--- src/rtl/core/lbp_pkg.sv ---
// Package with sizes, codes and types shared by the LBP filter files.
`timescale 1ns / 1ps
`default_nettype none
package lbp_pkg;

  localparam int MAX_WIDTH  = 1024;
  localparam int MAX_HEIGHT = 1024;
  localparam int PIXEL_BITS = 8;

  localparam int ADDR_W     = $clog2(MAX_WIDTH);
  localparam int COORD_W    = 10;
  localparam int CODE_W     = 8;
  localparam int SIZE_W     = 11;
  localparam int CFG_IDX_W  = 1;
  localparam int CFG_DATA_W = 11;

  localparam logic [SIZE_W-1:0] WIDTH_RST  = SIZE_W'(640);
  localparam logic [SIZE_W-1:0] HEIGHT_RST = SIZE_W'(480);

  // Result queue between the window stage and the output channel.
  localparam int Q_DEPTH = 8;
  localparam int Q_PTR_W = $clog2(Q_DEPTH);
  localparam int Q_CNT_W = Q_PTR_W + 1;

  typedef enum logic [CFG_IDX_W-1:0] {
    CFG_IMAGE_WIDTH  = 1'b0,
    CFG_IMAGE_HEIGHT = 1'b1
  } cfg_idx_e;

  typedef struct packed {
    logic [CODE_W-1:0]  pixel_out;
    logic [COORD_W-1:0] out_row;
    logic [COORD_W-1:0] out_col;
    logic               last_of_run;
  } res_t;

  // Up to two results pushed in one cycle, in output order.
  typedef struct packed {
    logic [1:0] num;
    res_t       first;
    res_t       second;
  } push_t;

endpackage
`default_nettype wire

--- src/rtl/core/lbp_ifs.sv ---
// Valid/ready channel interfaces for the pixel input and the result output.
`timescale 1ns / 1ps
`default_nettype none


interface lbp_res_if;
  logic                            valid;
  logic                            ready;
  logic [lbp_pkg::CODE_W-1:0]      pixel_out;
  logic [lbp_pkg::COORD_W-1:0]     out_row;
  logic [lbp_pkg::COORD_W-1:0]     out_col;
  logic                            last_of_run;

  modport source (output valid, output pixel_out, output out_row, output out_col,
                  output last_of_run, input ready);
  modport sink   (input valid, input pixel_out, input out_row, input out_col,
                  input last_of_run, output ready);
endinterface
`default_nettype wire

--- src/rtl/core/lbp_res_queue.sv ---
// Small result queue: takes up to two results a cycle, sends one a cycle while the output is ready.
`timescale 1ns / 1ps
`default_nettype none
module lbp_res_queue (
  input  wire logic                         clk_i,
  input  wire logic                         rst_ni,
  input  wire lbp_pkg::push_t               push_i,
  output logic [lbp_pkg::Q_CNT_W-1:0]       count_o,
  lbp_res_if.source                         res_o
);
  import lbp_pkg::*;

  res_t               mem_q [Q_DEPTH];
  logic [Q_PTR_W-1:0] wr_ptr_q, wr_ptr_d;
  logic [Q_PTR_W-1:0] rd_ptr_q, rd_ptr_d;
  logic [Q_CNT_W-1:0] cnt_q, cnt_d;
  logic               pop;
  logic [Q_PTR_W-1:0] wr_ptr_nxt;
  res_t               head;

  assign head        = mem_q[rd_ptr_q];
  assign pop         = res_o.valid && res_o.ready;
  assign wr_ptr_nxt  = wr_ptr_q + Q_PTR_W'(1);

  assign res_o.valid       = (cnt_q != '0);
  assign res_o.pixel_out   = head.pixel_out;
  assign res_o.out_row     = head.out_row;
  assign res_o.out_col     = head.out_col;
  assign res_o.last_of_run = head.last_of_run;
  assign count_o           = cnt_q;

  always_comb begin
    wr_ptr_d = wr_ptr_q + Q_PTR_W'(push_i.num);
    rd_ptr_d = pop ? rd_ptr_q + Q_PTR_W'(1) : rd_ptr_q;
    cnt_d    = cnt_q + Q_CNT_W'(push_i.num) - Q_CNT_W'(pop);
  end

  always_ff @(posedge clk_i) begin
    if (push_i.num != 2'd0) begin
      mem_q[wr_ptr_q] <= push_i.first;
    end
    if (push_i.num == 2'd2) begin
      mem_q[wr_ptr_nxt] <= push_i.second;
    end
  end

  always_ff @(posedge clk_i or negedge rst_ni) begin
    if (!rst_ni) begin
      wr_ptr_q <= '0;
      rd_ptr_q <= '0;
      cnt_q    <= '0;
    end else begin
      wr_ptr_q <= wr_ptr_d;
      rd_ptr_q <= rd_ptr_d;
      cnt_q    <= cnt_d;
    end
  end

endmodule
`default_nettype wire

--- src/flat_wrapper.sv ---
// flat-port wrapper written by rule: the top's interface ports become plain ports
module lbp_res_queue_flat import lbp_pkg::*;
  (clk_i, rst_ni, push_i, count_o, res_o_valid, res_o_pixel_out, res_o_out_row, res_o_out_col, res_o_last_of_run, res_o_ready);
  lbp_res_if res_o_i ();
  input  wire logic clk_i;
  input  wire logic rst_ni;
  input  wire lbp_pkg::push_t push_i;
  output logic [lbp_pkg::Q_CNT_W-1:0] count_o;
  output wire logic [$bits(res_o_i.valid)-1:0] res_o_valid;
  output wire logic [$bits(res_o_i.pixel_out)-1:0] res_o_pixel_out;
  output wire logic [$bits(res_o_i.out_row)-1:0] res_o_out_row;
  output wire logic [$bits(res_o_i.out_col)-1:0] res_o_out_col;
  output wire logic [$bits(res_o_i.last_of_run)-1:0] res_o_last_of_run;
  input wire logic [$bits(res_o_i.ready)-1:0] res_o_ready;
  assign res_o_valid = res_o_i.valid;
  assign res_o_pixel_out = res_o_i.pixel_out;
  assign res_o_out_row = res_o_i.out_row;
  assign res_o_out_col = res_o_i.out_col;
  assign res_o_last_of_run = res_o_i.last_of_run;
  assign res_o_i.ready = res_o_ready;
  lbp_res_queue u_core (.clk_i(clk_i), .rst_ni(rst_ni), .push_i(push_i), .count_o(count_o), .res_o(res_o_i));
endmodule
--- config.mk ---
export PLATFORM = sky130hd
export DESIGN_NAME = lbp_res_queue_flat
export DESIGN_NICKNAME = d
export VERILOG_FILES = /design/src/rtl/core/lbp_pkg.sv /design/src/rtl/core/lbp_ifs.sv /design/src/rtl/core/lbp_res_queue.sv /design/src/flat_wrapper.sv
export SDC_FILE = /design/constraint.sdc
export NUM_CORES = 1
export LEC_CHECK = 0
export BUFFER_PORTS_ARGS = -buffer_cell sky130_fd_sc_hd__buf_2
export CAP_MARGIN = 5
export CORE_MARGIN = 8
export CORE_UTILIZATION = 35
export DETAILED_ROUTE_END_ITERATION = 8
export PLACE_DENSITY = 0.61
export SLEW_MARGIN = 20
export SYNTH_ARGS = -nofsm -noshare
export SYNTH_HDL_FRONTEND = slang
export SYNTH_SLANG_ARGS = --single-unit
--- constraint.sdc ---
create_clock -name clk_i -period 3.3 [get_ports clk_i]
set_input_delay 0.33 -clock clk_i [delete_from_list [all_inputs] [get_ports clk_i]]
set_output_delay 0.33 -clock clk_i [all_outputs]
set_load 0.02 [all_outputs]
==> run_results.csv <==
group,metric,value,unit
pwr,comb_power_share,40.3,%
pwr,p_per_area,910,mW/mm^2
setup_path,cp_cell_sequence,"buf_4, mux4_2, mux2_2, buf_2",
logic_synthesis,syn_nets,741,
pwr,leakage,4.94,nW
grt,grt_overflow,0,
sta,rsz0062_at_grt,"false",
pwr,clkPwrFrac,22.3,%
layout,fin_util,41.6,%
route,drtIter0Drc,457,
setup_path,crit_buf_inv,2,
cts,cts-buffers-inserted,28,
floorplanning,die_h,203,um
route,wl_met1,13.5,mm
setup_path,worst_ep_arrival_time,2.56,ns
sta,worst_pin_slew,1.10,ns
layout,nNetsFinal,855,
layout,area_delta_synth_final,17.3,%
setup_path,cp_top_family,"multiplexers",
sta,setup_viol,0,
cts,cts_max_level,1,
cts,clk_path_buf_depth,3,
sta,finalWorstPathRequiredPeriod,2.89,ns
pwr,switching_share,34.2,%
worst_hold_path,hold_depth,3,
cts,tritoncts,"done",
floorplanning,start_util,35.5,%
logic_synthesis,synth.distinct_cells,34,
logic_synthesis,yosysSeqAreaShare,59.0,%
grt,grt_pass1_vias,7101,
floorplanning,die_area,0.0412,sq mm
cts,ctsResizeCount,0,
logic_synthesis,synth_xor_area_share,0.624,%
route,dr_wl_met2,14.5,mm
pwr,seq_power_share,37.4,%
grt,antenna_found_initial,3,
placed_design,dpl_cell_area,0.0135,sq mm
floorplanning,rows,68,
route,drc_errors,0,
route,routed.top_layer,"met5",
route,routed_wirelength,29.7,mm
setup_path,critPathMaxFanout,13,
setup_path,crit_type,"reg -> out",
route,drtAntennaViolNets,0,
cts,cts_sinks,242,
job,drv_cap,0,
logic_synthesis,syn_area,0.0122,sq mm
sta,finalClockSkew,0.0205,ns
layout,regArea,0.00722,sq mm
placed_design,post-dp-hpwl,19.1,mm
sta,slew_violations,0,
sta,clock.fmax,0.346,GHz
layout,multiInputGateArea,0.00483,sq mm
grt,grt_max_degree,37,
logic_synthesis,synth_simple_gate_area_share,0.829,%
pwr,p_total,13.1,mW
logic_synthesis,synth_seq_cells,242,
layout,postLayoutCellArea,0.0143,sq mm
pwr,internal_power,8.59,mW
route,drt_pass1_iterations,4,
placed_design,portBuffers,96,
logic_synthesis,synthCells,667,
grt,track_usage,14.3,%
layout,fillers,3122,
route,vias_per_cell,5.19,
setup_path,critPathCaptureType,"output port",
worst_hold_path,hold_path.class,"in -> reg",
sta,hold_violations,0,
cts,cts_hold_buf,1,
sta,maxSlewHeadroom,26.5,%
placed_design,gp_congestion,0.716,
setup_path,crit_required,2.97,ns
logic_synthesis,yosysWarnings,0,
sta,post-route-period-util,87.7,%
cts,cts_setup_buffers,0,
pwr,irDropWorstVdd,0.490,mV
cts,clock_latency,0.55,ns
run_status,outcome,"finished, final reports clean",
cts,clkTransAtPathRegs,0.06,ns
setup_path,slowest_stage,"dfrtp_4",
setup_path,r2r_cells,5,
logic_synthesis,synth_fa_ha_area_share,1.25,%
layout,drive_gt1_share,62.6,%
logic_synthesis,synth_top_family_by_area,"multiplexers",
floorplanning,dieWidth,203,um
setup_path,cpPeakStageDelay,0.60,ns
cts,cts_root_buf,"clkbuf_16",
setup_path,start_kind,"register",
logic_synthesis,synth_mux_area_share,35.1,%
route,vias,6535,
setup_path,rrSetupSlack,0.56,ns
logic_synthesis,avgSynthCellArea,18.3,sq um
floorplanning,ios,97,
logic_synthesis,synth_compound_area_share,0.594,%
sta,final.setup.tns,0,ns
pwr,switching_power,4.46,mW
route,wl_per_cell,23.6,um
floorplanning,core_area,0.0345,sq mm
setup_path,path_depth,4,
route,wl_met3,1.30,mm
grt,grt_pass1_wl,45.5,mm
==> worst register-to-register path, cell delays in order, from the launching register on <==
cell and delay (ns):
dfrtp_1 0.48, ha_1 0.40, nor4b_1 0.60, nand2_2 0.35
buf_4 0.35, mux2_2 0.32
==> cell type report <==
class / instances / share of cell area, %
Sequential cell: 242 / 50.4
Multi-Input combinational cell: 368 / 33.7
Clock inverter: 13 / 0.707
Inverter: 15 / 0.393
Timing Repair Buffer: 126 / 5.60
Clock buffer: 39 / 5.24
Tap cell: 455 / 3.97
Antenna cell: 2 / 0.0349
==> synthesized netlist by cell type (all sizes together) <==
master,number,share of area (%)
edfxtp,232,57
o21bai,1,0.061
o31ai,2,0.12
nor4b,1,0.072
a21oi,1,0.041
a21o,1,0.061
or3b,1,0.072
o22ai,2,0.10
mux2,262,24
nand4b,1,0.072
inv,15,0.46
dfrtp,10,2.0
xor2,2,0.20
ha,9,0.92
buf,35,1.9
nor2,2,0.061
o21ai,5,0.20
mux4,58,11
fa,2,0.33
clkbuf,7,0.21
nand2b,1,0.051
and4bb,1,0.10
nand2,7,0.21
nor3b,1,0.061
nand3,3,0.12
xnor2,5,0.42
==> state kept, by name, summed over array words and instances, names as in the netlist <==
signal / cells
u_core.count_o: 4
u_core.mem_q: 232
u_core.wr_ptr_q: 3
u_core.rd_ptr_q: 3
==> layout by cell type (no fill, tap or decap), drive strengths merged, types with 2 or more instances in the layout <==
cell / n
dfrtp: 10
clkinv: 11
o31ai: 2
nand2: 7
nand3: 3
fa: 2
xor2: 2
xnor2: 5
nor2: 2
o21ai: 5
ha: 9
mux4: 58
mux2: 262
o22ai: 2
diode: 2
clkbuf: 39
edfxtp: 232
buf: 125
inv: 16
==> cells by family (layout without fill, tap and decap cells) <==
family | after synthesis | after routing
AO/OA/AOI/OAI | 12 | 12
flip-flops | 242 | 242
XOR/XNOR | 7 | 7
AND/OR/NAND/NOR | 18 | 18
adder cells (fa/ha/maj) | 11 | 11
multiplexers | 320 | 320
buffers and inverters | 57 | 193
other | 0 | 2
==> power by group through the flow <==
stage,Sequential [mW],Combinational (mW),Clock [mW]
6_report,4.88,5.26,2.91
5_1_grt,4.97,5.65,3.09
3_3_place_gp,4.93,5.31,0
3_5_place_dp,4.96,5.37,0
2_1_floorplan,4.82,3.65,0
4_1_cts,4.89,5.39,2.98
==> routing by layer <==
metal | up-vias | global-route usage, %
met4 | 2 | 2.51
met1 | 3406 | 19.3
li1 | 2959 | -
met3 | 40 | 2.71
met5 | - | 0
met2 | 128 | 24.1
==> final timing paths <==
| kind | startpoint | to |
|---|---|---|
| setup / recovery | u_core.rd_ptr_q[0] | res_o_pixel_out[3] |
| hold / removal | res_o_ready | u_core.rd_ptr_q[2] |
| setup reg to reg | u_core.wr_ptr_q[1] | u_core.mem_q[5][24] |
| hold reg to reg | u_core.count_o[3] | u_core.count_o[3] |
| max in group asynchronous | rst_ni | u_core.rd_ptr_q[0] |
| min in group asynchronous | rst_ni | u_core.wr_ptr_q[0] |
==> through the flow <==
step | hold WS, ns | setup slack, ns | cells
after floorplan | 0.0344 | 0.0292 | 667
after global placement | 0.216 | 0.678 | 1204
after detailed placement | 0.221 | 0.602 | 1205
after CTS | 0.0551 | 0.348 | 1258
after global routing | 0.0601 | 0.286 | 1258
final | 0.0735 | 0.407 | 1260
No activity file was read; power rests on OpenSTA's default activity.
